File: config.mk
export PLATFORM = sky130hd
export DESIGN_NAME = fgn_ctrl
export DESIGN_NICKNAME = d
export VERILOG_FILES = /design/src/rtl/fgn_pkg.sv /design/src/rtl/fgn_ctrl.sv
export SDC_FILE = /design/constraint.sdc
export NUM_CORES = 1
export LEC_CHECK = 0
export BUFFER_PORTS_ARGS = -buffer_cell sky130_fd_sc_hd__buf_2
export CAP_MARGIN = 40
export CORE_MARGIN = 1
export CORE_UTILIZATION = 30
export CTS_CLUSTER_DIAMETER = 200
export CTS_CLUSTER_SIZE = 20
export DETAILED_ROUTE_END_ITERATION = 10
export PLACE_DENSITY = 0.48
export SYNTH_ARGS = -nofsm -noshare
export SYNTH_HDL_FRONTEND = slang
export SYNTH_SLANG_ARGS = --single-unit
File: constraint.sdc
create_clock -name aclk -period 1.3 [get_ports aclk]
set_input_delay 0 -clock aclk [delete_from_list [all_inputs] [get_ports aclk]]
set_output_delay 0 -clock aclk [all_outputs]
set_load 0.1 [all_outputs]
File: src/rtl/fgn_pkg.sv
// fgn_pkg: shared types and constants for the fractal gradient noise block
// depends on nothing
`default_nettype none
package fgn_pkg;
    localparam int FRAC_BITS = 16;
    localparam int MAX_OCT_HW = 8;

    localparam logic [1:0] REG_OCTAVES = 2'd0;
    localparam logic [1:0] REG_PERSIST = 2'd1;
    localparam logic [1:0] REG_BASEAMP = 2'd2;

    // datapath commands from the controller
    typedef struct packed {
        logic start;      // latch coordinates, clear sums
        logic oct_begin;  // set up one octave
        logic step;       // advance the octave pipeline one phase
        logic div_start;  // start normalizing division
        logic div_step;   // one quotient bit
    } fgn_cmd_t;

    typedef struct packed {
        logic div_done;
    } fgn_stat_t;
endpackage
`default_nettype wire

File: src/rtl/fgn_ctrl.sv
// fgn_ctrl: sequencing state machine for one sample
// depends on fgn_pkg
`default_nettype none
module fgn_ctrl
    import fgn_pkg::*;
(
    input  wire logic       aclk,
    input  wire logic       aresetn,
    input  wire logic       start,
    input  wire logic       hold,
    input  wire logic [3:0] oct_num,
    input  fgn_stat_t       stat,
    output fgn_cmd_t        cmd,
    output logic            busy,
    output logic            done
);
    localparam logic [2:0] S_IDLE = 3'd0;
    localparam logic [2:0] S_OCT  = 3'd1;
    localparam logic [2:0] S_PH   = 3'd2;
    localparam logic [2:0] S_DIVS = 3'd3;
    localparam logic [2:0] S_DIV  = 3'd4;

    localparam int PHASES = 13;

    logic [2:0] state_reg, state_next;
    logic [3:0] oct_reg, oct_next;
    logic [3:0] ph_reg, ph_next;

    always_ff @(posedge aclk) begin
        if (!aresetn) begin
            state_reg <= S_IDLE;
            oct_reg <= '0;
            ph_reg <= '0;
        end else begin
            state_reg <= state_next;
            oct_reg <= oct_next;
            ph_reg <= ph_next;
        end
    end

    always_comb begin
        state_next = state_reg;
        oct_next = oct_reg;
        ph_next = ph_reg;
        cmd = '0;
        done = 1'b0;
        busy = (state_reg != S_IDLE);
        case (state_reg)
            S_IDLE: begin
                if (start) begin
                    cmd.start = 1'b1;
                    oct_next = '0;
                    state_next = (oct_num == 4'd0) ? S_DIVS : S_OCT;
                end
            end
            S_OCT: begin
                cmd.oct_begin = 1'b1;
                ph_next = '0;
                state_next = S_PH;
            end
            S_PH: begin
                cmd.step = 1'b1;
                ph_next = ph_reg + 4'd1;
                if (ph_reg == 4'(PHASES - 1)) begin
                    oct_next = oct_reg + 4'd1;
                    state_next = (oct_reg + 4'd1 == oct_num) ? S_DIVS : S_OCT;
                end
            end
            S_DIVS: begin
                cmd.div_start = 1'b1;
                state_next = S_DIV;
            end
            S_DIV: begin
                if (stat.div_done) begin
                    // wait here while the output register is still occupied
                    if (!hold) begin
                        done = 1'b1;
                        state_next = S_IDLE;
                    end
                end else begin
                    cmd.div_step = 1'b1;
                end
            end
            default: state_next = S_IDLE;
        endcase
    end
endmodule
`default_nettype wire

# Word-level counts from Yosys, hierarchy flattened
# Cells that the tools add are included.
# word_totals
register_bits	11
wordCells	43
input_bits	9
mem_bits_rw	0
rom_bits	0
memories	0
out_inout_bits	7
latchBits	0
# op_classes
addsub	2
n_lt_le_gt_ge	0
n_reduce_logical	7
div	0
eq_ne	10
bitwise	0
multipliers	0
muxes	21
shift	0
# ops
operator	count
one-hot mux 4 bit (2 select lines)	2
one-hot mux 3 bit (5 select lines)	1
two-way mux 3 bit	4
two-way mux 1 bit	10
adder 4 x 1 -> 4 bit (second input constant)	2
two-way mux 4 bit	2
!= test 2 bit (second input constant)	4
equality test 3 x 2 -> 1 bit (second input constant)	2
equality test 4 bit	1
equality test 4 bit (second input constant)	1
logical NOT 4 bit	1
two-way mux 2 bit	2
AND reduction 4 bit	1
nonzero test 2 bit	2
equality test 3 x 1 -> 1 bit (second input constant)	1
equality test 3 bit (second input constant)	1
logical NOT 3 bit	1
AND reduction 3 bit	1
nonzero test 3 bit	1

# Longest topological paths before layout
# Gate-level depths: netlist of the first run.
# depth
word_depth	5
depth_mapped	6
mapped_depth_nobuf	6

# Least setup slack after synthesis of the first run
# Ideal clock, no wire load.
# synth_path
kind	register to register
start	reg state_reg[0]
end	reg ph_reg[1]
n_path_buf	0
period_less_slack_ns	3.393
setup_time_ns	0.120
path_stages_with_launch	5
arrival_ns	3.272
required_time_ns	1.180
slack_ns	-2.093
path_cell_list	dfxtp_1 nor3b_1 nor2_1 a22oi_1 nor2b_1
# synth_between
elab_chain_cells	2
elab_cells_between_ends	4
cone_classes	eq/ne: 2; mux: 1; reduce/logical: 1
# synth_rtl
item	line_no	text
start: declaration	fgn_ctrl.sv:25	logic [2:0] state_reg, state_next;
start signal: assignment	fgn_ctrl.sv:35	state_reg <= state_next;
equality test 3 x 2 -> 1 bit or equality test 3 x 1 -> 1 bit (tied branches)	fgn_ctrl.sv:48	case (state_reg)
one-hot mux 4 bit (2 select lines) or nonzero test 2 bit (tied branches)	-	
end signal: assignment	fgn_ctrl.sv:37	ph_reg <= ph_next;
end: declaration	fgn_ctrl.sv:27	logic [3:0] ph_reg, ph_next;
# Several ways; a longest one is shown, not always the timed one.
# A chain may end at the register's enable or synchronous reset.

==> out/qor.csv, run 1 <==
stage;metric;value;unit
route;drt_iter0_drc;10;
route;route.detailed.drc;0;
die;core-area;0.00202;mm^2
sta;rsz0062_at_grt;true;
logic_synthesis;syn_inst;80;
logic_synthesis;yosysUniqueCellTypes;31;
critical_path;r2r-end;oct_reg[1]$_SDFFE_PN0P_;
power;clock_power_share;24.2;%
logic_synthesis;syn_area_per_cell;8.37;um^2
cells_and_area;drive_gt1_share;52.7;%
power;sw_frac_of_total;36.1;%
logic_synthesis;ys_top_cells_by_area;dfxtp_1 33%, ha_1 5.6%, xnor2_1 5.2%;
logic_synthesis;synthArstFlopShare;0;%
clocking;clock_latency;0.27;ns
job;max_cap_viol_count;0;
critical_path;r2r_setup_slack;-0.08;ns
logic_synthesis;yosys.area.top_type;dfxtp_1;
logic_synthesis;yosysWarnings;0;
cells_and_area;regArea;233;um^2
clocking;root_buffer;clkbuf_4;
route;routedWlPerCell;12.6;um
cells_and_area;final_util;56.9;%
critical_path;end_kind;primary output;
power;switching_power;356;uW
sta;timing.final.crit_share;108;%
sta;finalHoldViolations;0;
global_route;grt_max_degree;14;
placed_design;dpl_cell_area;1000;um^2
global_route;use_met1;18.4;%
clocking;clkSinkCount;11;
clocking;cts_tree;yes;
sta;clock_skew;0.00675;ns
hold_path;holdPathStages;3;
power;combPwrFrac;39.3;%
sta;fmax;709;MHz
route;ant_nets;0;
critical_path;crit_path_start;state_reg[2]$_SDFFE_PN0P_;
die;initial_core_util;33.1;%
outcome;violations;setup timing;
clocking;cts-hold-fix-buffers;0;
cells_and_area;fin_nets;123;
critical_path;path_max_fanout;2;
cells_and_area;diodes;0;
route;dr.pass1.iters;5;
cells_and_area;multi_input_area;541;um^2
route;wl;1720;um
power;seqPwrFrac;36.5;%
hold_path;min_path_type;in2reg;
global_route;grt_pass1_vias;656;
global_route;grt_overflow_total;0;
power;internal_power;630;uW
global_route;grt_pass1_wl;2830;um
critical_path;critPathKind;reg2out;
die;die_h;49.2;um
die;die_w;49.2;um
die;fp.dieArea;0.00242;mm^2
clocking;cts_max_level;1;
cells_and_area;fillCellCount;181;
sta;drv_slew;0;
logic_synthesis;ys_seq_elements;11;
logic_synthesis;synth_flop_cell;dfxtp_1;
die;ios;16;
critical_path;crit_path_start_kind;flop;
outcome;outcome;finished, violations left;
logic_synthesis;synth-seq-area-share;32.9;%
logic_synthesis;synth_edf_count;0;
critical_path;crit_required;1.30;ns
route;vias;668;
sta;setup-violations-final;10;
clocking;cts_max_path_buffers;2;
die;placementRows;16;
critical_path;cp_data_arrival_time;1.41;ns
critical_path;crit_end;cmd[4];
placed_design;dp_hpwl;1160;um
power;power.leakage;0.000461;uW
cells_and_area;area_delta_synth_final;72.0;%
critical_path;r2r_start;ph_reg[0]$_SDFFE_PN0P_;
global_route;top_usage_layer;met2;
sta;worst_hold_slack;0.0576;ns
logic_synthesis;yosysMostFrequentCell;dfxtp_1;
logic_synthesis;synthTopCellsByCount;11 x dfxtp_1, 7 x nand2_1, 7 x nor2_1;
global_route;antenna_found_initial;0;
power;peakVddDrop;0.000536;V
power;cellPowerDensity;857;mW/mm^2
sta;slew_headroom;81.7;%
route;vias_per_cell;4.88;
placed_design;io_buffers;15;
global_route;grt_usage;15.3;%
global_route;met2_usage;26.0;%
sta;finalWorstSetupSlack;-0.110;ns
sta;tightest_slew;0.277;ns
sta;fin_crit;1.41;ns
logic_synthesis;yosysTopAreaCellShare;32.9;%
logic_synthesis;syn_area;669;um^2
clocking;path_clk_slew;0.08;ns
clocking;cts_inserted_buffers;3;
critical_path;worstRegToRegCells;7;
placed_design;place_congestion;0.723;
global_route;gr-usage-met3;4.36;%
logic_synthesis;synth_nets;92;
cells_and_area;final_area;0.00115;mm^2
routing by layer:
layer,vias up,part of all wire (%)
li1,342,-
met1,307,45
met2,17,51
met3,2,3.4
met4,0,0.70
met5,-,0
worst max-delay path, cell delays in order, from the launching register on:
cell and delay (ns):
dfxtp_4 0.35, buf_6 0.11, or3_4 0.38, nor2_4 0.11, buf_12 0.18
what timing repair did:
action,CTS,global route
endpoints found under the hold margin,0,0
gates resized for setup,13,9
endpoints found under the setup margin,10,16
pin swaps,3,7
buffers inserted,3,1
stage by stage:
| step | setup slack [ns] | instances | TNS, ns | power [uW] |
|---|---|---|---|---|
| 6_report | -0.110 | 137 | -0.541 | 986 |
| 5_1_grt | -0.156 | 137 | -1.39 | 1040 |
| 4_1_cts | -0.110 | 136 | -0.382 | 972 |
| 3_5_place_dp | -0.0439 | 129 | -0.0439 | 699 |
| 3_3_place_gp | -0.0107 | 129 | -0.0107 | 698 |
| 2_1_floorplan | -0.377 | 80 | -1.76 | 583 |
power by group through the flow:
stage          registers, uW  clock network (uW)  logic, uW
2_1_floorplan            369                   0        215
5_1_grt                  362                 264        410
3_5_place_dp             365                   0        333
4_1_cts                  359                 246        367
6_report                 360                 239        388
3_3_place_gp             365                   0        332
how the worst min path moves through the flow:
stage / end / startpoint
floorplan: cmd[0] / stat
global route: ph_reg[3]$_SDFFE_PN0P_ / aresetn
detailed placement: cmd[0] / stat
CTS: ph_reg[3]$_SDFFE_PN0P_ / aresetn
finish: ph_reg[3]$_SDFFE_PN0P_ / aresetn
global placement: cmd[0] / stat
final cells by class:
cell class,instances,share of cell area (%)
flip-flops and latches,11,20.2
clock buffers,4,2.28
repair buffers,28,26.1
well taps,27,2.93
inverters,4,1.52
multi-input cells,63,47.0
cells in the final DEF, fill, tap and decap left out, drive strengths merged:
| master | instances |
|---|---|
| a211oi | 1 |
| a21boi | 1 |
| a21oi | 4 |
| a22oi | 1 |
| a31o | 1 |
| a31oi | 1 |
| a41o | 1 |
| and2 | 1 |
| and3 | 2 |
| buf | 28 |
| clkbuf | 4 |
| dfxtp | 11 |
| ha | 3 |
| inv | 4 |
| nand2 | 9 |
| nand2b | 5 |
| nand3 | 4 |
| nand4 | 2 |
| nor2 | 7 |
| nor2b | 2 |
| nor3b | 4 |
| o211a | 1 |
| o211ai | 1 |
| o22ai | 2 |
| o32ai | 1 |
| or3 | 1 |
| or4 | 1 |
| xnor2 | 4 |
| xor2 | 3 |
kinds of logic (layout without fill, tap and decap cells):
logic type      after synthesis  after routing  share of synthesized area [%]
fa+ha+maj                     3              3                           5.61
xor+xnor                      7              7                           9.16
simple gates                 38             38                           31.2
compound gates               15             15                           16.6
flops                        11             11                           32.9
buf+inv                       6             36                           4.48
Power figures use the tool's default switching activity.
==> run 2: changes to the inputs <==
SKIP_LAST_GASP = 1   (was default)
==> out/qor.csv, run 2 (synthesized netlist as in run 1, its figures left out) <==
stage;metric;value;unit;change
critical_path;cp_data_arrival_time;1.58;ns;was 1.41 ns
sta;worst_hold_slack;0.0493;ns;was 0.0576 ns
global_route;antenna_found_initial;0;;unchanged
hold_path;min_path_type;in2reg;;unchanged
outcome;outcome;finished, violations left;;unchanged
critical_path;slowest_stage;dfxtp_4;;was or3_4
critical_path;end_kind;flop;;was primary output
cells_and_area;area_delta_synth_final;79.1;%;was 72.0%
route;ant_nets;0;;unchanged
placed_design;io_buffers;15;;unchanged
critical_path;crit_required;1.47;ns;was 1.30 ns
clocking;cts_max_path_buffers;2;;unchanged
job;max_cap_viol_count;0;;unchanged
critical_path;cp_common_cell;buf_4;;
sta;rsz0062_at_grt;true;;unchanged
route;vias_per_cell;4.81;;was 4.88
cells_and_area;diodes;0;;unchanged
global_route;grt_overflow_total;0;;unchanged
clocking;clkSinkCount;11;;unchanged
die;die_w;49.2;um;unchanged
critical_path;critPathKind;reg2reg;;was reg2out
cells_and_area;final_common_cell;buf_4;;was buf_2
die;fp.dieArea;0.00242;mm^2;unchanged
clocking;cts_max_level;1;;unchanged
route;wl;1770;um;was 1720 um
placed_design;dp_hpwl;1160;um;unchanged
power;power.leakage;0.000489;uW;was 0.000461 uW
sta;drv_slew;0;;unchanged
critical_path;critPathBufInv;3;;was 2
power;cellPowerDensity;846;mW/mm^2;was 857 mW/mm^2
critical_path;critPathTopFamily;buffers and inverters;;was simple AND/OR/NAND/NOR gates
critical_path;crit_chain;buf_4 -> nor3b_4 -> buf_4 -> clkbuf_16 -> a31o_2 -> and3_1;;was buf_6 -> or3_4 -> nor2_4 -> buf_12
global_route;grt_usage;15.3;%;unchanged
cells_and_area;multi_input_area;541;um^2;unchanged
clocking;root_buffer;clkbuf_4;;unchanged
sta;slew_headroom;81.7;%;about the same
route;routedWlPerCell;12.6;um;about the same
global_route;grt_max_degree;14;;unchanged
power;peakVddDrop;0.000527;V;was 0.000536 V
cells_and_area;drive_gt1_share;54.4;%;was 52.7%
global_route;grt_pass1_vias;660;;was 656
die;die_h;49.2;um;unchanged
sta;finalWorstSetupSlack;-0.116;ns;was -0.110 ns
die;placementRows;16;;unchanged
clocking;clock_latency;0.27;ns;about the same
sta;tightest_slew;0.277;ns;about the same
die;initial_core_util;33.1;%;unchanged
route;route.detailed.drc;0;;unchanged
die;ios;16;;unchanged
cells_and_area;final_util;59.3;%;was 56.9%
die;core-area;0.00202;mm^2;unchanged
cells_and_area;final_cell_mix;10 x buf_4, 8 x buf_2, 7 x dfxtp_1, 7 x buf_12;;was 8 x buf_2, 7 x dfxtp_1, 7 x buf_4, 7 x buf_12
clocking;path_clk_slew;0.08;ns;about the same
outcome;violations;setup timing;;unchanged
global_route;grt_pass1_wl;2850;um;was 2830 um
cells_and_area;regArea;233;um^2;unchanged
placed_design;place_congestion;0.723;;unchanged
critical_path;max_stage_delay;0.36;ns;was 0.38 ns
sta;fin_crit;1.42;ns;was 1.41 ns
sta;setup-violations-final;14;;was 10
critical_path;crit_path_start_kind;flop;;unchanged
route;drt_iter0_drc;15;;was 10
critical_path;path_max_fanout;5;;was 2
sta;finalHoldViolations;0;;unchanged
clocking;cts-hold-fix-buffers;0;;unchanged
route;dr.pass1.iters;4;;was 5
route;vias;678;;was 668
clocking;cts_inserted_buffers;3;;unchanged
sta;timing.final.crit_share;109;%;was 108%
sta;clock_skew;0.00598;ns;was 0.00675 ns
cells_and_area;fin_nets;127;;was 123
cells_and_area;fillCellCount;180;;was 181
clocking;cts_tree;yes;;unchanged
sta;fmax;706;MHz;was 709 MHz
[run 2: cell count changes in the layout (fill, tap and decap cells not counted), sizes merged]
cell / before / now
buf: 28 / 31
clkbuf: 4 / 5
[run 2: area by class of cell]
class	count	share of cell area, %
multi-input combinational	63	45.1
tap	27	2.82
sequential	11	19.4
timing repair buffer	32	29.0
inverter	4	1.46
clock buffer	4	2.19
[run 2: tightest hold or removal path, delay by kind of cell]
family	cells	cell delay, ns
AO/OA/AOI/OAI	1	0.03
AND/OR/NAND/NOR	1	0.08
buffers and inverters	1	0.17
[run 2: repair_timing]
action                                 4_1_cts  5_1_grt
buffers inserted                             3        4
setup endpoints to repair                   10       17
pin swaps                                    3        9
gates cloned                                 0        1
resized for setup                           12       11
endpoints found under the hold margin        0        0
[run 2: path summary, 6_finish.rpt]
kind                                                start                       to  slack (ns)  cells after the start
worst min register to register     ph_reg[3]$_SDFFE_PN0P_   ph_reg[3]$_SDFFE_PN0P_        0.50                      1
worst max-delay path            state_reg[1]$_SDFFE_PN0P_  oct_reg[2]$_SDFFE_PN0P_       -0.12                      6
worst max register to register  state_reg[1]$_SDFFE_PN0P_  oct_reg[2]$_SDFFE_PN0P_       -0.12                      6
worst min-delay path                              aresetn   ph_reg[3]$_SDFFE_PN0P_        0.05                      3
[run 2: power breakdown]
group	total (uW)	internal, uW	switching, uW
Clock	242	119	123
Combinational	413	186	227
Sequential	360	345	14.7
[run 2: through the flow]
stage	instance area [um^2]	TNS [ns]	std cells	total power (uW)	setup WS, ns
detailed placement	1000	-0.0439	129	699	-0.0439
floorplan	736	-1.76	80	583	-0.377
global route	1200	-1.84	141	1060	-0.186
CTS	1100	-0.447	136	971	-0.110
global placement	1000	-0.0107	129	698	-0.0107
finish	1200	-0.863	141	1010	-0.116
[run 2: per-layer routing]
metal  routed length [um]  vias to the layer above  part of all wire (%)  global-route usage, %
li1                     -                      351                     -                      -
met1                  775                      305                    44                   18.6
met2                  901                       20                    51                   25.8
met3                   82                        2                   4.6                   4.36
met4                   10                        0                  0.56                   4.90
met5                    0                        -                     0                      0
